`src/hw/rtl/u8d_pkg.sv`:
```
package u8d_pkg;

	localparam int ByteW      = 8;
	localparam int AccW       = 32;
	localparam int CodeUnitW  = 21;
	localparam int QueueDepth = 4;

	localparam logic [AccW-1:0]      MaxCodePoint = 32'h0010_FFFF;
	localparam logic [AccW-1:0]      MaxBmp       = 32'h0000_FFFF;
	localparam logic [AccW-1:0]      SurrFirst    = 32'h0000_D800;
	localparam logic [AccW-1:0]      SurrEnd      = 32'h0000_E000;
	localparam logic [15:0]          HighSurrBase = 16'hD800;
	localparam logic [15:0]          LowSurrBase  = 16'hDC00;
	localparam logic [10:0]          SuppPlaneOff = 11'h040;

	localparam logic [ByteW-1:0] TermByte  = 8'h00;
	localparam logic [ByteW-1:0] AsciiLast = 8'h7F;
	localparam logic [ByteW-1:0] ContLast  = 8'hBF;
	localparam logic [ByteW-1:0] Lead2Last = 8'hDF;
	localparam logic [ByteW-1:0] Lead3Last = 8'hEF;
	localparam logic [ByteW-1:0] ContMask  = 8'h3F;
	localparam logic [ByteW-1:0] Lead2Mask = 8'h1F;
	localparam logic [ByteW-1:0] Lead3Mask = 8'h0F;
	localparam logic [ByteW-1:0] Lead4Mask = 8'h07;
	localparam logic [1:0]       ContTag   = 2'b10;

	typedef struct packed {
		logic                 pair;
		logic [CodeUnitW-1:0] cp;
	} q_entry_t;

	typedef struct packed {
		logic full;
		logic empty;
	} q_status_t;

endpackage

```
`src/hw/rtl/u8d_byte_if.sv`:
```
interface u8d_byte_if;
	logic                        valid;
	logic                        ready;
	logic [u8d_pkg::ByteW-1:0]   in_byte;

	modport source (output valid, output in_byte, input ready);
	modport sink   (input valid, input in_byte, output ready);
	modport monitor (input valid, input in_byte, input ready);
endinterface

```
`src/hw/rtl/u8d_unit_if.sv`:
```
interface u8d_unit_if;
	logic                            valid;
	logic                            ready;
	logic [u8d_pkg::CodeUnitW-1:0]   code_unit;
	logic                            last_of_run;

	modport source (output valid, output code_unit, output last_of_run, input ready);
	modport sink   (input valid, input code_unit, input last_of_run, output ready);
	modport monitor (input valid, input code_unit, input last_of_run, input ready);
endinterface

```
`src/hw/rtl/u8d_fifo.sv`:
```
module u8d_fifo #(
	parameter int DEPTH = u8d_pkg::QueueDepth
) (
	input  logic                clk,
	input  logic                arst_n,
	input  logic                push,
	input  u8d_pkg::q_entry_t   wdata,
	input  logic                pop,
	output u8d_pkg::q_entry_t   rdata,
	output u8d_pkg::q_status_t  status
);
	import u8d_pkg::*;

	localparam int PtrW = (DEPTH > 1) ? $clog2(DEPTH) : 1;
	localparam int CntW = $clog2(DEPTH + 1);
	localparam logic [PtrW-1:0] LastPtr = PtrW'(DEPTH - 1);
	localparam logic [CntW-1:0] FullCnt = CntW'(DEPTH);

	q_entry_t        mem_q [DEPTH];
	logic [PtrW-1:0] wr_ptr_q;
	logic [PtrW-1:0] rd_ptr_q;
	logic [CntW-1:0] count_q;
	logic            do_push;
	logic            do_pop;

	assign status.full  = (count_q == FullCnt);
	assign status.empty = (count_q == '0);
	assign do_push      = push && !status.full;
	assign do_pop       = pop && !status.empty;
	assign rdata        = mem_q[rd_ptr_q];

	always_ff @(posedge clk) begin
		if (do_push) begin
			mem_q[wr_ptr_q] <= wdata;
		end
	end

	always_ff @(posedge clk or negedge arst_n) begin
		if (!arst_n) begin
			wr_ptr_q <= '0;
			rd_ptr_q <= '0;
			count_q  <= '0;
		end else begin
			if (do_push) begin
				wr_ptr_q <= (wr_ptr_q == LastPtr) ? '0 : wr_ptr_q + 1'b1;
			end
			if (do_pop) begin
				rd_ptr_q <= (rd_ptr_q == LastPtr) ? '0 : rd_ptr_q + 1'b1;
			end
			if (do_push && !do_pop) begin
				count_q <= count_q + 1'b1;
			end else if (do_pop && !do_push) begin
				count_q <= count_q - 1'b1;
			end
		end
	end
endmodule

```
`src/hw/rtl/u8d_front.sv`:
```
module u8d_front (
	input  logic               clk,
	input  logic               arst_n,
	input  logic               utf16_mode,
	u8d_byte_if.sink           bytes,
	input  u8d_pkg::q_status_t q_status,
	output logic               push,
	output u8d_pkg::q_entry_t  entry
);
	import u8d_pkg::*;

	logic [AccW-1:0]  acc_q;
	logic             pend_q;
	logic [AccW-1:0]  acc_nxt;
	logic             pend_nxt;
	logic             accept;
	logic             flush;
	logic             in_range;
	logic             is_supp;
	logic             is_surr;

	assign bytes.ready = !q_status.full;
	assign accept      = bytes.valid && bytes.ready;

	always_comb begin
		flush    = pend_q && (bytes.in_byte[7:6] != ContTag);
		in_range = (acc_q <= MaxCodePoint);
		is_supp  = (acc_q > MaxBmp);
		is_surr  = (acc_q >= SurrFirst) && (acc_q < SurrEnd);
		push     = accept && flush && in_range && !(utf16_mode && is_surr);
		entry.pair = utf16_mode && is_supp;
		entry.cp   = acc_q[CodeUnitW-1:0];
	end

	always_comb begin
		pend_nxt = 1'b1;
		case (bytes.in_byte) inside
			TermByte: begin
				acc_nxt  = '0;
				pend_nxt = 1'b0;
			end
			[8'h01:AsciiLast]: acc_nxt = {{(AccW-ByteW){1'b0}}, bytes.in_byte};
			[8'h80:ContLast]: acc_nxt = {acc_q[AccW-7:0], bytes.in_byte[5:0]};
			[8'hC0:Lead2Last]: acc_nxt = {{(AccW-ByteW){1'b0}}, bytes.in_byte & Lead2Mask};
			[8'hE0:Lead3Last]: acc_nxt = {{(AccW-ByteW){1'b0}}, bytes.in_byte & Lead3Mask};
			default: acc_nxt = {{(AccW-ByteW){1'b0}}, bytes.in_byte & Lead4Mask};
		endcase
	end

	always_ff @(posedge clk or negedge arst_n) begin
		if (!arst_n) begin
			acc_q  <= '0;
			pend_q <= 1'b0;
		end else if (accept) begin
			acc_q  <= acc_nxt;
			pend_q <= pend_nxt;
		end
	end
endmodule

```
`src/hw/rtl/u8d_back.sv`:
```
module u8d_back (
	input  logic               clk,
	input  logic               arst_n,
	input  u8d_pkg::q_status_t q_status,
	input  u8d_pkg::q_entry_t  q_rdata,
	output logic               pop,
	u8d_unit_if.source         units
);
	import u8d_pkg::*;

	logic                 valid_q;
	logic [CodeUnitW-1:0] unit_q;
	logic                 last_q;
	logic                 second_q;
	logic [CodeUnitW-1:0] low_q;
	logic                 load;
	logic [10:0]          plane_off;
	logic [15:0]          high_unit;
	logic [15:0]          low_unit;

	assign units.valid       = valid_q;
	assign units.code_unit   = unit_q;
	assign units.last_of_run = last_q;

	always_comb begin
		load      = !valid_q || units.ready;
		pop       = load && !second_q && !q_status.empty;
		plane_off = q_rdata.cp[CodeUnitW-1:10] - SuppPlaneOff;
		high_unit = HighSurrBase + {5'b0, plane_off};
		low_unit  = LowSurrBase | {6'b0, q_rdata.cp[9:0]};
	end

	always_ff @(posedge clk) begin
		if (load) begin
			if (second_q) begin
				unit_q <= low_q;
				last_q <= 1'b1;
			end else if (q_rdata.pair) begin
				unit_q <= {{(CodeUnitW-16){1'b0}}, high_unit};
				low_q  <= {{(CodeUnitW-16){1'b0}}, low_unit};
				last_q <= 1'b0;
			end else begin
				unit_q <= q_rdata.cp;
				last_q <= 1'b1;
			end
		end
	end

	always_ff @(posedge clk or negedge arst_n) begin
		if (!arst_n) begin
			valid_q  <= 1'b0;
			second_q <= 1'b0;
		end else if (load) begin
			if (second_q) begin
				valid_q  <= 1'b1;
				second_q <= 1'b0;
			end else begin
				valid_q  <= !q_status.empty;
				second_q <= !q_status.empty && q_rdata.pair;
			end
		end
	end
endmodule

```
`src/hw/rtl/utf8_to_utf16_or_utf32_decoder_top.sv`:
```
// Path: a byte that releases a pending code point (the next byte that is not a continuation
// byte, or the terminator) enters the queue as it is transferred, and the back end registers its unit.
// Throughput: one byte per cycle in while the queue has room, one unit per cycle out while the
// receiver is ready; a pair is two units, and the queue between front and back absorbs the extra one.
// Reset (arst_n low, asynchronous): accumulator, pending flag, queue and output valid clear,
// and the mode register returns to UTF-32 output. Bytes stall only while the queue is full.
module utf8_to_utf16_or_utf32_decoder_top #(
	parameter int QUEUE_DEPTH = u8d_pkg::QueueDepth
) (
	input  logic clk,
	input  logic arst_n,
	input  logic cfg_wr_en,
	input  logic cfg_wr_data,
	u8d_byte_if.sink   bytes,
	u8d_unit_if.source units
);
	import u8d_pkg::*;

	logic      utf16_q;
	logic      push;
	logic      pop;
	q_entry_t  wdata;
	q_entry_t  rdata;
	q_status_t status;

	always_ff @(posedge clk or negedge arst_n) begin
		if (!arst_n) begin
			utf16_q <= 1'b0;
		end else if (cfg_wr_en) begin
			utf16_q <= cfg_wr_data;
		end
	end

	u8d_front u_front (
		.clk        (clk),
		.arst_n     (arst_n),
		.utf16_mode (utf16_q),
		.bytes      (bytes),
		.q_status   (status),
		.push       (push),
		.entry      (wdata)
	);

	u8d_fifo #(
		.DEPTH (QUEUE_DEPTH)
	) u_fifo (
		.clk    (clk),
		.arst_n (arst_n),
		.push   (push),
		.wdata  (wdata),
		.pop    (pop),
		.rdata  (rdata),
		.status (status)
	);

	u8d_back u_back (
		.clk      (clk),
		.arst_n   (arst_n),
		.q_status (status),
		.q_rdata  (rdata),
		.pop      (pop),
		.units    (units)
	);
endmodule

```
`src/flat_wrapper.sv`:
```
// flat-port wrapper written by rule: the top's interface ports become plain ports
module utf8_to_utf16_or_utf32_decoder_top_flat import u8d_pkg::*;
#(
	parameter int QUEUE_DEPTH = u8d_pkg::QueueDepth
)
  (clk, arst_n, cfg_wr_en, cfg_wr_data, bytes_valid, bytes_in_byte, bytes_ready, units_valid, units_code_unit, units_last_of_run, units_ready);
  u8d_byte_if bytes_i ();
  u8d_unit_if units_i ();
  input  logic clk;
  input  logic arst_n;
  input  logic cfg_wr_en;
  input  logic cfg_wr_data;
  input wire logic [$bits(bytes_i.valid)-1:0] bytes_valid;
  input wire logic [$bits(bytes_i.in_byte)-1:0] bytes_in_byte;
  output wire logic [$bits(bytes_i.ready)-1:0] bytes_ready;
  output wire logic [$bits(units_i.valid)-1:0] units_valid;
  output wire logic [$bits(units_i.code_unit)-1:0] units_code_unit;
  output wire logic [$bits(units_i.last_of_run)-1:0] units_last_of_run;
  input wire logic [$bits(units_i.ready)-1:0] units_ready;
  assign bytes_i.valid = bytes_valid;
  assign bytes_i.in_byte = bytes_in_byte;
  assign bytes_ready = bytes_i.ready;
  assign units_valid = units_i.valid;
  assign units_code_unit = units_i.code_unit;
  assign units_last_of_run = units_i.last_of_run;
  assign units_i.ready = units_ready;
  utf8_to_utf16_or_utf32_decoder_top #(.QUEUE_DEPTH(QUEUE_DEPTH)) u_core (.clk(clk), .arst_n(arst_n), .cfg_wr_en(cfg_wr_en), .cfg_wr_data(cfg_wr_data), .bytes(bytes_i), .units(units_i));
endmodule
```
`config.mk`:
```
export PLATFORM = sky130hd
export DESIGN_NAME = utf8_to_utf16_or_utf32_decoder_top_flat
export DESIGN_NICKNAME = d
export VERILOG_FILES = /design/src/hw/rtl/u8d_pkg.sv /design/src/hw/rtl/u8d_byte_if.sv /design/src/hw/rtl/u8d_unit_if.sv /design/src/hw/rtl/u8d_fifo.sv /design/src/hw/rtl/u8d_front.sv /design/src/hw/rtl/u8d_back.sv /design/src/hw/rtl/utf8_to_utf16_or_utf32_decoder_top.sv /design/src/flat_wrapper.sv
export SDC_FILE = /design/constraint.sdc
export NUM_CORES = 1
export LEC_CHECK = 0
export BUFFER_PORTS_ARGS = -buffer_cell sky130_fd_sc_hd__buf_2
export CORE_MARGIN = 4
export CORE_UTILIZATION = 50
export DETAILED_ROUTE_END_ITERATION = 12
export GPL_TIMING_DRIVEN = 0
export HOLD_SLACK_MARGIN = 0.02
export PLACE_DENSITY = 0.68
export REMOVE_ABC_BUFFERS = 1
export SYNTH_ARGS = -nofsm -noshare
export SYNTH_HDL_FRONTEND = slang
export SYNTH_SLANG_ARGS = --single-unit
```
`constraint.sdc`:
```
create_clock -name clk -period 6.3 [get_ports clk]
set_input_delay 0.315 -clock clk [delete_from_list [all_inputs] [get_ports clk]]
set_output_delay 0.315 -clock clk [all_outputs]
set_load 0.02 [all_outputs]
```
# [After elaboration in Yosys (flattened, before gate mapping)]
# Memories as Yosys holds them, arrays and structs flattened.
# Cells that the tools add are included.
# W data, S select, Z words.
[classes] addsub=6 muxes=17 reduce_logical=32 n_bitwise=1 n_eq_ne=4 magnitude_cmp=12
[op_table] op="$mux W32" count=3
[op_table] op="$ge A32 B16 Y1 const B" count=1
[op_table] op="$gt A32 B16 Y1 const B" count=1
[op_table] op="$le A32 B21 Y1 const B" count=1
[op_table] op="$lt A32 B16 Y1 const B" count=1
[op_table] op="$ge A8 B8 Y1 const B" count=3
[op_table] op="$le A8 B8 Y1 const B" count=3
[op_table] op="$logic_and A1 B1 Y1" count=19
[op_table] op="$add A15 B12 Y16 const A" count=1
[op_table] op="$mux W16" count=1
[op_table] op="$sub A11 B7 Y11 const B" count=1
[op_table] op="$mux W10" count=1
[op_table] op="$ge A8 B1 Y1 const B" count=1
[op_table] op="$le A8 B7 Y1 const B" count=1
[op_table] op="$logic_not A8 Y1" count=1
[op_table] op="$logic_not A1 Y1" count=7
[op_table] op="$mux W1" count=6
[op_table] op="$mux W3" count=2
[op_table] op="$mux W5" count=1
[op_table] op="$add A2 B1 Y2 const B" count=2
[op_table] op="$eq A2 B2 Y1 const B" count=2
[op_table] op="$mux W2" count=2
[op_table] op="$mux W4" count=1
[op_table] op="$add A3 B1 Y3 const B" count=1
[op_table] op="other kinds (9)" count=9
[word_totals] out_inout_bits=24 regBits=75 mem_bits_rw=88 mem_count=1
[mem_list] memory="u_core.u_fifo.mem_q" words=4 word_bits=22 rd=1 rd_ports_with_merged_regs=0 write_ports=1 line="u8d_fifo.sv:19" text="q_entry_t mem_q [DEPTH];"

# [Longest topological paths before layout]
# Gate-level depths: netlist (run 1).
[depth] depth_word=11 ltp_mapped=11 ltp_nobuf=11

# [Hierarchy]
# From an unflattened synthesis (run 1), not the netlist that was laid out.
[hier_totals] cells_unflattened=384 hier_area_um2=6552.5
[modules_own_cells] module="u8d_fifo" instances=1 area_each_um2=3613.5 cells_per_inst=152 seq_area_each_um2=2817.7
[modules_own_cells] module="u8d_front" instances=1 area_each_um2=1491.4 cells_per_inst=129 seq_area_each_um2=825.8
[modules_own_cells] module="u8d_back" instances=1 area_each_um2=1407.6 cells_per_inst=101 seq_area_each_um2=1011.0
[modules_own_cells] module="utf8_to_utf16_or_utf32_decoder_top" instances=1 area_each_um2=40.0 cells_per_inst=2 seq_area_each_um2=25.0

# [Worst setup path before layout (run 1)]
# Ideal clock, no wire load.
[synth_timing] path_kind="reg2reg" from="register u_core.u_front.acc_q[16]" to="memory u_core.u_fifo.mem_q[3][0] (netlist name) (enable)" stages_incl_launch_ff=5 slack_ns=3.312 n_path_buf=0 arrival_ns=2.587 required_time_ns=5.899 synth_period_minus_slack_ns=2.988 path_cell_list="dfrtp_1 or4_4 a2111oi_2 o41ai_4 nor2_1"
[synth_via] elab_chain_cells=8 word_cells_on_any_way=11 cone_classes="order compare (3); mux (2); reduce/logical (6)"
[synth_lines] element="start: declaration" line="u8d_front.sv:12" text="logic [AccW-1:0] acc_q;"
[synth_lines] element="start signal: assignment" line="u8d_front.sv:55" text="acc_q <= acc_nxt;"
[synth_lines] element="$ge A32 B16 Y1 / $lt A32 B16 Y1 (equally long branches)" line="u8d_front.sv:29" text="is_surr = (acc_q >= SurrFirst) && (acc_q < SurrEnd);"
[synth_lines] element="$logic_and A1 B1 Y1" line="u8d_front.sv:29"
[synth_lines] element="$logic_and A1 B1 Y1" line="u8d_front.sv:30" text="push = accept && flush && in_range && !(utf16_mode && is_surr);"
[synth_lines] element="$logic_not A1 Y1" line="u8d_front.sv:30"
[synth_lines] element="$logic_and A1 B1 Y1 (*)" line="u8d_front.sv:30"
[synth_lines] element="$logic_and A1 B1 Y1 (*)" line="u8d_fifo.sv:28" text="assign do_push = push && !status.full;"
[synth_lines] element="$mux W1 (*)" line="u8d_fifo.sv:33" text="if (do_push) begin"
[synth_lines] element="$mux W1 (implied by the code) (*)" line="u8d_fifo.sv:34" text="mem_q[wr_ptr_q] <= wdata;"
[synth_lines] element="end: declaration" line="u8d_fifo.sv:19"
# Mark *: on every way between the ends. The rest lies on a longest branch, timed or not.

# [Final worst setup path (run 1)]
[layout_timing] from="register u_core.u_front.acc_q[18]" to="register u_core.u_fifo.count_q[1]"
[layout_via] elab_chain_cells=9 word_cells_on_any_way=14 cone_classes="order compare (3); mux (1); reduce/logical (10)"
[layout_lines] element="$ge A32 B16 Y1 / $lt A32 B16 Y1 (equally long branches)" line="u8d_front.sv:29"
[layout_lines] element="$logic_and A1 B1 Y1" line="u8d_front.sv:29"
[layout_lines] element="$logic_and A1 B1 Y1" line="u8d_front.sv:30"
[layout_lines] element="$logic_not A1 Y1" line="u8d_front.sv:30"
[layout_lines] element="$logic_and A1 B1 Y1 (*)" line="u8d_front.sv:30"
[layout_lines] element="$logic_and A1 B1 Y1 (*)" line="u8d_fifo.sv:28"
[layout_lines] element="via u_core.u_fifo.do_push" line="u8d_fifo.sv:23" text="logic do_push;"
[layout_lines] element="$logic_not A1 Y1" line="u8d_fifo.sv:52" text="end else if (do_pop && !do_push) begin"
[layout_lines] element="$logic_and A1 B1 Y1" line="u8d_fifo.sv:52"
[layout_lines] element="$reduce_bool A2 Y1 (no line)"
[layout_lines] element="end signal: assignment" line="u8d_fifo.sv:51" text="count_q <= count_q + 1'b1;"
[layout_lines] element="end signal: assignment" line="u8d_fifo.sv:53" text="count_q <= count_q - 1'b1;"
[layout_lines] element="end: declaration" line="u8d_fifo.sv:22" text="logic [CntW-1:0] count_q;"
# The timed path passes the listed nets; every way through them passes the cells marked *.
# A chain may end at the register's enable or synchronous reset.

==> results of run 1 <==
[area by class of cell]
cell class                 instances  share of cell area (%)
clock buffer                      18                   5.959
timing repair buffer              41                   3.497
sequential                       163                   63.51
inverter                          15                  0.7640
clock inverter                    14                   2.173
multi-input combinational        167                   21.24
tap                              168                   2.852
[synth_stat cells (3+ instances only)]
| library cell | number |
|---|---|
| nand2_1 | 22 |
| nor2b_1 | 3 |
| mux4_2 | 22 |
| and2_1 | 5 |
| a22o_1 | 24 |
| mux2_2 | 8 |
| edfxtp_1 | 120 |
| nor4_1 | 4 |
| o21ai_0 | 15 |
| buf_1 | 5 |
| xnor2_1 | 4 |
| ha_1 | 7 |
| dfrtp_1 | 43 |
| or3_1 | 4 |
| nor2_1 | 12 |
| mux2i_1 | 9 |
| nor3_1 | 6 |
| clkbuf_1 | 8 |
| inv_1 | 15 |
| buf_2 | 3 |
[flip-flops by register name, summed over array words and instances (netlist names)]
signal,cells
u_core.u_fifo.count_q,3
u_core.u_fifo.wr_ptr_q,2
u_core.u_front.pend_q,1
u_core.u_back.units.code_unit,21
u_core.u_back.second_q,1
u_core.u_back.units.valid,1
u_core.u_back.units.last_of_run,1
u_core.u_front.acc_q,32
u_core.u_fifo.rd_ptr_q,2
u_core.utf16_q,1
u_core.u_fifo.mem_q,88
u_core.u_back.low_q,10
[through the flow]
stage          util, %  cell area (µm²)  hold WS (ns)  std cells
3_3_place_gp     54.71             6681        0.4628        550
5_1_grt          60.35             7370       0.07859        586
2_1_floorplan        -             6286       0.01941        345
4_1_cts          60.33             7367       0.07395        586
3_5_place_dp     55.42             6768        0.4670        554
6_report         60.35             7370       0.05573        586
[how the worst max path moves through the flow]
stage / end / start / cells after the start / slack (ns)
after CTS: u_core.u_fifo.count_q[2] / u_core.u_fifo.count_q[0] / 11 / 2.66
final: u_core.u_fifo.count_q[1] / u_core.u_front.acc_q[18] / 8 / 3.07
after floorplan: u_core.u_fifo.mem_q[3][0] / u_core.u_fifo.count_q[2] / 5 / 2.98
after global placement: u_core.u_fifo.mem_q[0][12] / u_core.u_fifo.count_q[2] / 5 / 1.92
after detailed placement: u_core.u_fifo.count_q[2] / u_core.u_fifo.count_q[2] / 11 / 2.75
after global routing: u_core.u_fifo.count_q[2] / u_core.u_fifo.count_q[0] / 11 / 2.93
[layer usage]
metal | track usage [%] | share of wire, %
met5 | 0 | 0
met3 | 4.350 | 4.3
met1 | 21.33 | 44
met4 | 5.099 | 1.5
met2 | 25.08 | 50
[cells by family (layout without fill, tap and decap cells)]
family / Yosys count / after routing / share of synthesized area [%]
AO/OA/AOI/OAI: 49 / 49 / 6.128
XOR/XNOR: 6 / 6 / 0.8276
adder cells (fa/ha/maj): 8 / 8 / 1.695
buffers and inverters: 31 / 88 / 1.892
flip-flops: 163 / 163 / 73.69
multiplexers: 39 / 39 / 10.64
AND/OR/NAND/NOR: 65 / 65 / 5.123
[worst register-to-register path: stages, from the launching register on]
cell and delay (ns):
dfrtp_1 0.47, or4_4 0.56, or3_4 0.36, o41ai_4 0.59, inv_1 0.10, ha_1 0.25
inv_1 0.07, fa_1 0.42, mux2_2 0.28
[power breakdown]
part | internal [mW] | total (mW) | switching [mW]
Clock | 0.630 | 1.03 | 0.404
Combinational | 0.395 | 0.837 | 0.442
Sequential | 1.46 | 1.65 | 0.194
==> impl_metrics.json, run 1 <==
{
  "setup_viol": 0,
  "finalPower_mw": 3.526,
  "postCtsSetupBuffers": 0,
  "slew_viol_final": 0,
  "r2r_cells": 8,
  "cts_hold_buf": 0,
  "cp_top_family": "simple AND/OR/NAND/NOR gates",
  "coreArea_um2": 12210,
  "fmaxAchievable_ghz": 0.3100,
  "yosysWarnings": 0,
  "crit_fanout": 7,
  "status": "complete, no violations",
  "start_util_pct": 52.00,
  "track_usage_pct": 15.78,
  "slowest_stage": "o41ai_4",
  "synth_top_cell_area_share_pct": 56.75,
  "fin_skew_ns": 0.01022,
  "wirelength_um": 10570,
  "grt_max_degree": 44,
  "dr.pass1.iters": 4,
  "crit_path_start_kind": "flop",
  "cts_tree": "yes",
  "slew-limit-headroom_pct": 25.67,
  "rrSetupSlack_ns": 3.07,
  "fillerInstances": 923,
  "final_cell_mix": "edfxtp_1 (120), dfrtp_1 (42), buf_2 (37)",
  "clk_latency_ns": 0.42,
  "via_per_inst": 5.384,
  "ys_ff_latch": 163,
  "syn_avg_cell_area_um2": 17.59,
  "yosysSeqAreaShare_pct": 73.69,
  "dpl_worst_slack_ns": 2.752,
  "setup_ws_ns": 3.074,
  "clock_path_buffers": 2,
  "antenna_found_initial": 0,
  "critical_path_arrival_ns": 3.52,
  "worstReg2RegEnd": "u_core.u_fifo.count_q[1]",
  "chipHeight_um": 120.7,
  "cts.repair.resized": 0,
  "synth_top_area_cell": "edfxtp_1",
  "drive_gt1_share_pct": 27.75,
  "pin_count": 38,
  "cellLeakagePower_nw": 2.747,
  "layout_commonest_cell": "edfxtp_1",
  "wl_per_cell_um": 18.03,
  "grt_pass1_wl_um": 17050,
  "die_x_um": 120.7,
  "drt_iter0_markers": 331,
  "drc_errors": 0,
  "rsz0062_at_grt": "no",
  "timing.rr.start": "u_core.u_front.acc_q[18]",
  "antenna_cells": 0,
  "port_buffers": 37,
  "synth.area.top_cells": "edfxtp_1 (57%), dfrtp_1 (17%), mux4_2 (7.8%)",
  "crit_type": "flop to flop",
  "vdd_drop_max_mv": 0.2061,
  "critPathCaptureType": "flop",
  "ctsHtreeMaxLevel": 4,
  "hold_viol_final": 0,
  "powerDensity_nw_per_um2": 478.4,
  "syn_to_final_growth_pct": 16.06,
  "cts_buffers": 17,
  "ant_nets": 0,
  "min_period_ns": 3.226,
  "synth_ff_type": "edfxtp_1",
  "worstPathRequired_ns": 6.59,
  "dieArea_um2": 14570,
  "multi_input_area_um2": 1565,
  "finalCritPeriodShare_pct": 51.20,
  "place.gp.congestion": 0.7319,
  "root_buffer": "clkbuf_16",
  "cts_sinks": 163,
  "drv_cap": 0,
  "synth_edf_count": 120,
  "netlist_area_um2": 6350,
  "cpPeakStageDelay_ns": 0.59,
  "final_nets": 427,
  "rows": 40,
  "tns_ns": 0,
  "via_count": 3155,
  "grt_pass1_vias": 3091,
  "synth_cells": 361,
  "crit_top_cell": "inv_1",
  "hpwl_um": 6675,
  "async_flop_share_pct": 26.38,
  "worst-slew-pin-transition_ns": 1.115,
  "worst-path-buf-inv": 2,
  "regArea_um2": 4681,
  "ys_types": 37,
  "crit_chain": "or4_4 -> or3_4 -> o41ai_4 -> inv_1 -> ha_1 -> inv_1 -> fa_1 -> mux2_2",
  "cts.clk_slew.worst_paths_ns": 0.06,
  "hold_class": "primary input to async pin",
  "grt.overflow.total": 0
}
(Power assumes the default switching activity.)
==> run 2, diff against run 1 <==
--- a/config.mk
+++ b/config.mk
@@ -11,7 +11,7 @@
 export DETAILED_ROUTE_END_ITERATION = 12
 export GPL_TIMING_DRIVEN = 0
 export HOLD_SLACK_MARGIN = 0.02
-export PLACE_DENSITY = 0.68
+export PLACE_DENSITY = 0.7
 export REMOVE_ABC_BUFFERS = 1
 export SYNTH_ARGS = -nofsm -noshare
 export SYNTH_HDL_FRONTEND = slang
==> constraint.sdc (replaced) <==
create_clock -name clk -period 2.9 [get_ports clk]
set_input_delay 0.145 -clock clk [delete_from_list [all_inputs] [get_ports clk]]
set_output_delay 0.145 -clock clk [all_outputs]
set_load 0.02 [all_outputs]
==> run 2 against run 1 <==
Effect of this change:
- hold slack improved by 0.023 ns
- first-iteration DRC count decreased by 32%
- design area increased by 2.9%
- via count increased by 4.5%
- largest cell class unchanged
- routed wire length increased by 3.8%
- maximum frequency increased by 14%
- setup slack got worse by 3.0 ns
- critical path depth unchanged
- combinational power increased by 130%
- sequential share of layout area decreased by 1.7 points
==> impl_metrics.json, run 2 (synthesis gave the netlist of run 1 again) <==
{
  "status": "complete, no violations",
  "pin_count": 38,
  "track_usage_pct": 16.38,
  "cellLeakagePower_nw": 2.823,
  "hold_class": "primary input to flop",
  "die_x_um": 120.7,
  "rows": 40,
  "cts_sinks": 163,
  "drc_errors": 0,
  "worst-path-buf-inv": 2,
  "root_buffer": "clkbuf_16",
  "clock_path_buffers": 2,
  "dr.pass1.iters": 4,
  "start_util_pct": 52.00,
  "hpwl_um": 6743,
  "worst-slew-pin-transition_ns": 0.9572,
  "hold_viol_final": 0,
  "fmaxAchievable_ghz": 0.3542,
  "hold_slack_ns": 0.07916,
  "dieArea_um2": 14570,
  "drive_gt1_share_pct": 29.95,
  "drv_cap": 0,
  "clk_latency_ns": 0.42,
  "min_period_ns": 2.823,
  "ctsHtreeMaxLevel": 4,
  "cpPeakStageDelay_ns": 0.55,
  "cts_buffers": 17,
  "port_buffers": 37,
  "crit_path_start_kind": "flop",
  "critical_path_arrival_ns": 3.12,
  "grt.overflow.total": 0,
  "ant_nets": 0,
  "fin_skew_ns": 0.008313,
  "tns_ns": 0,
  "layout_commonest_cell": "edfxtp_1",
  "grt_pass1_wl_um": 17860,
  "antenna_cells": 0,
  "critPathCaptureType": "flop",
  "crit_type": "flop to flop",
  "via_per_inst": 5.478,
  "powerDensity_nw_per_um2": 1018,
  "grt_max_degree": 44,
  "grt_pass1_vias": 3265,
  "chipHeight_um": 120.7,
  "via_count": 3298,
  "wl_per_cell_um": 18.23,
  "largest_register_ff_count": 88,
  "cp_top_family": "simple AND/OR/NAND/NOR gates",
  "syn_to_final_growth_pct": 19.43,
  "coreArea_um2": 12210,
  "finalCritPeriodShare_pct": 97.34,
  "cts_tree": "yes",
  "rsz0062_at_grt": "yes",
  "slew_viol_final": 0,
  "slew-limit-headroom_pct": 36.18,
  "worstPathRequired_ns": 3.20,
  "setup_viol": 0,
  "cts.clk_slew.worst_paths_ns": 0.07,
  "antenna_found_initial": 0,
  "crit_chain": "or4_4 -> or3_4 -> o41ai_4 -> inv_1 -> ha_2 -> inv_2 -> fa_1 -> mux2_2",
  "crit_fanout": 5,
  "final_nets": 443,
  "slowest_stage": "or4_4",
  "wirelength_um": 10970,
  "place.gp.congestion": 0.7437,
  "vdd_drop_max_mv": 0.5314,
  "fin_util_pct": 62.10,
  "top_register": "u_core.u_fifo.mem_q",
  "drt_iter0_markers": 226,
  "final_cell_mix": "edfxtp_1 (120), dfrtp_1 (38), buf_2 (37)"
}
[run 2: worst paths after layout]
path                                           from  slack [ns]                         to  cells after the start
setup / recovery           u_core.u_front.acc_q[18]        0.08   u_core.u_fifo.count_q[1]                      8
hold / removal                          units_ready        0.08  u_core.u_back.units.valid                      4
setup reg to reg           u_core.u_front.acc_q[18]        0.08   u_core.u_fifo.count_q[1]                      8
hold reg to reg               u_core.u_front.pend_q        0.48      u_core.u_front.pend_q                      1
max in group asynchronous                    arst_n        1.82   u_core.u_front.acc_q[18]                      2
min in group asynchronous                    arst_n        0.42     u_core.u_back.second_q                      2
[run 2: through the flow]
step | setup slack, ns | cell area (µm²) | instances | power, mW
global placement | -1.419 | 6681 | 550 | 5.397
floorplan | -0.4235 | 6286 | 345 | 4.869
detailed placement | -0.5604 | 6808 | 555 | 5.515
finish | 0.07709 | 7584 | 602 | 7.720
global route | -0.08215 | 7584 | 602 | 8.145
CTS | 0.005335 | 7545 | 599 | 7.780
[run 2: final cells by class]
cell class                 count  area (µm²)
clock buffer                  17       425.4
sequential                   163        4686
tap                          168       210.2
fill                         896        4628
clock inverter                15       172.7
timing repair buffer          57       432.9
inverter                      15       56.30
multi-input combinational    167        1600
[run 2: per-layer routing]
metal / track usage [%] / vias up / routed length, µm / part of all wire, %
met5: 0 / - / 0 / 0
met4: 6.232 / 0 / 154 / 1.4
met3: 4.163 / 14 / 594 / 5.4
met2: 25.15 / 91 / 5283 / 48
met1: 22.79 / 1677 / 4941 / 45
li1: - / 1516 / - / -
[run 2: where the power goes]
| part | switching (mW) | internal [mW] | leakage, nW |
|---|---|---|---|
| clock | 0.930 | 1.29 | 0.277 |
| combinational | 0.991 | 0.903 | 0.888 |
| sequential | 0.430 | 3.17 | 1.66 |
[run 2: what timing repair did]
| item | CTS | global route |
|---|---|---|
| pin swaps | 1 | 0 |
| buffers inserted | 3 | 3 |
| gates resized for setup | 8 | 4 |
| hold buffers | 9 | 0 |
| hold endpoints to repair | 50 | 0 |
| setup endpoints to repair | 101 | 13 |
[run 2: tightest hold or removal path: cells and delay by family]
| kind | cells | cell delay [ns] |
|---|---|---|
| AND/OR/NAND/NOR | 3 | 0.24 |
| buffers and inverters | 1 | 0.07 |
==> run 3, diff against run 2 <==
--- a/config.mk
+++ b/config.mk
@@ -11,6 +11,7 @@
 export DETAILED_ROUTE_END_ITERATION = 12
 export GPL_TIMING_DRIVEN = 0
 export HOLD_SLACK_MARGIN = 0.02
+export MAX_ROUTING_LAYER = met4
 export PLACE_DENSITY = 0.7
 export REMOVE_ABC_BUFFERS = 1
 export SYNTH_ARGS = -nofsm -noshare
==> run 3 against run 2 <==
Effect of this change:
- count of clock-buffer cells in the layout is the same
- setup slack improved by 0.00053 ns
- hold slack hardly changed
- clock power is essentially flat
- critical endpoint is now u_core.u_fifo.count_q[2]
==> impl_metrics.json, run 3 (synthesis gave the netlist of run 1 again) <==
{
  "grt_pass1_vias": 3269,
  "design_area_um2": 7584,
  "root_buffer": "clkbuf_16",
  "hpwl_um": 6743,
  "cts_buffers": 17,
  "grt_pass1_wl_um": 17850,
  "rows": 40,
  "slew-limit-headroom_pct": 36.47,
  "final_nets": 443,
  "pin_count": 38,
  "worst-path-buf-inv": 2,
  "dpl_cell_area_um2": 6808,
  "crit_type": "flop to flop",
  "fillerInstances": 896,
  "chipHeight_um": 120.7,
  "crit_path_start_kind": "flop",
  "coreArea_um2": 12210,
  "port_buffers": 37,
  "top_register": "u_core.u_fifo.mem_q",
  "cts_sinks": 163,
  "grt_max_degree": 44,
  "track_usage_pct": 16.85,
  "drive_gt1_share_pct": 29.95,
  "worst-slew-pin-transition_ns": 0.9530,
  "cts_tree": "yes",
  "antenna_found_initial": 0,
  "place.gp.congestion": 0.7531,
  "crit_chain": "or4_4 -> a2111oi_4 -> o41ai_4 -> inv_1 -> ha_2 -> inv_2 -> fa_1 -> xor2_1 -> nor2_1 -> xor2_1",
  "drv_cap": 0,
  "dieArea_um2": 14570,
  "final_cells": 602,
  "syn_to_final_growth_pct": 19.43,
  "vdd_drop_max_mv": 0.5354,
  "largest_register_ff_count": 88,
  "layout_commonest_cell": "edfxtp_1",
  "critical_path_arrival_ns": 3.15,
  "slew_viol_final": 0,
  "cpPeakStageDelay_ns": 0.55,
  "cp_top_family": "simple AND/OR/NAND/NOR gates",
  "cts.clk_slew.worst_paths_ns": 0.07,
  "slowest_stage": "or4_4",
  "min_period_ns": 2.822,
  "grt.overflow.total": 0,
  "fmaxAchievable_ghz": 0.3543,
  "powerDensity_nw_per_um2": 1017,
  "top_layer": "met4",
  "clk_latency_ns": 0.42,
  "worstPathRequired_ns": 3.23,
  "finalCritPeriodShare_pct": 97.32,
  "drt_iter0_markers": 228,
  "wirelength_um": 10940,
  "fin_util_pct": 62.10,
  "dpl_worst_slack_ns": -0.5604,
  "multi_input_area_um2": 1600,
  "wl_met1_um": 5013,
  "clock_path_buffers": 2,
  "regArea_um2": 4686,
  "ctsHtreeMaxLevel": 4,
  "fin_skew_ns": 0.009379,
  "critPathCaptureType": "flop",
  "crit_top_cell": "xor2_1",
  "via_per_inst": 5.422,
  "ant_nets": 0,
  "setup_viol": 0,
  "rsz0062_at_grt": "yes",
  "wl_per_cell_um": 18.18,
  "wl_met2_um": 5248,
  "via_count": 3264,
  "die_x_um": 120.7,
  "cellLeakagePower_nw": 2.823,
  "drc_errors": 0,
  "status": "complete, no violations",
  "final_cell_mix": "edfxtp_1 (120), dfrtp_1 (38), buf_2 (37)",
  "hold_class": "primary input to flop",
  "crit_fanout": 5,
  "hold_viol_final": 0,
  "dp_cells": 555,
  "antenna_cells": 0,
  "met3_length_um": 523,
  "dr.pass1.iters": 5,
  "start_util_pct": 52.00,
  "setup_ws_ns": 0.07762
}
run 3: cell counts in the layout (fill, tap and decap cells not counted):
No cell type changed its count.
run 3: final timing paths:
kind                                     startpoint                   endpoint  slack, ns  cells past startpoint
max                        u_core.u_front.acc_q[18]   u_core.u_fifo.count_q[2]       0.08                     10
min                                     units_ready  u_core.u_back.units.valid       0.08                      4
max reg2reg                u_core.u_front.acc_q[18]   u_core.u_fifo.count_q[2]       0.08                     10
min reg2reg                   u_core.u_front.pend_q      u_core.u_front.pend_q       0.48                      1
max in group asynchronous                    arst_n   u_core.u_front.acc_q[18]       1.82                      2
min in group asynchronous                    arst_n     u_core.u_back.second_q       0.42                      2
run 3: worst min-delay path: cells and delay by family:
family                 cells  cell delay [ns]
buffers and inverters      1             0.07
and+or+nand+nor            3             0.24
run 3: what timing repair did:
item                                   in CTS  in global routing
pin swaps                                   1                  0
hold buffers                                9                  0
gates resized for setup                     8                  4
endpoints found under the hold margin      50                  0
buffers inserted                            3                  3
setup endpoints to repair                 101                 13
gates cloned                                0                  0
run 3: metrics by stage:
step | hold WS [ns] | power (mW) | setup TNS (ns)
final | 0.07895 | 7.716 | 0
after global routing | 0.09061 | 8.148 | -0.1034
after CTS | 0.06522 | 7.780 | 0
after detailed placement | 0.3496 | 5.515 | -36.08
after global placement | 0.3453 | 5.397 | -137.77
after floorplan | -0.1506 | 4.869 | -37.55
run 3: final cells by class:
cell class	instances	share of cell area, %
Multi-Input combinational cell	167	21.10
Timing Repair Buffer	57	5.709
Inverter	15	0.7425
Clock buffer	17	5.610
Sequential cell	163	61.79
Tap cell	168	2.772
Clock inverter	15	2.277
run 3: where the power goes:
group          total, mW  internal [mW]  switching [mW]
logic               1.89          0.903           0.989
clock network       2.22           1.29           0.928
registers           3.61           3.17           0.430
run 3: routing by layer:
layer | global-route usage (%) | vias to the layer above
li1 | - | 1516
met1 | 22.75 | 1650
met2 | 25.22 | 83
met3 | 5.098 | 15
met4 | 4.745 | 0
met5 | - | -
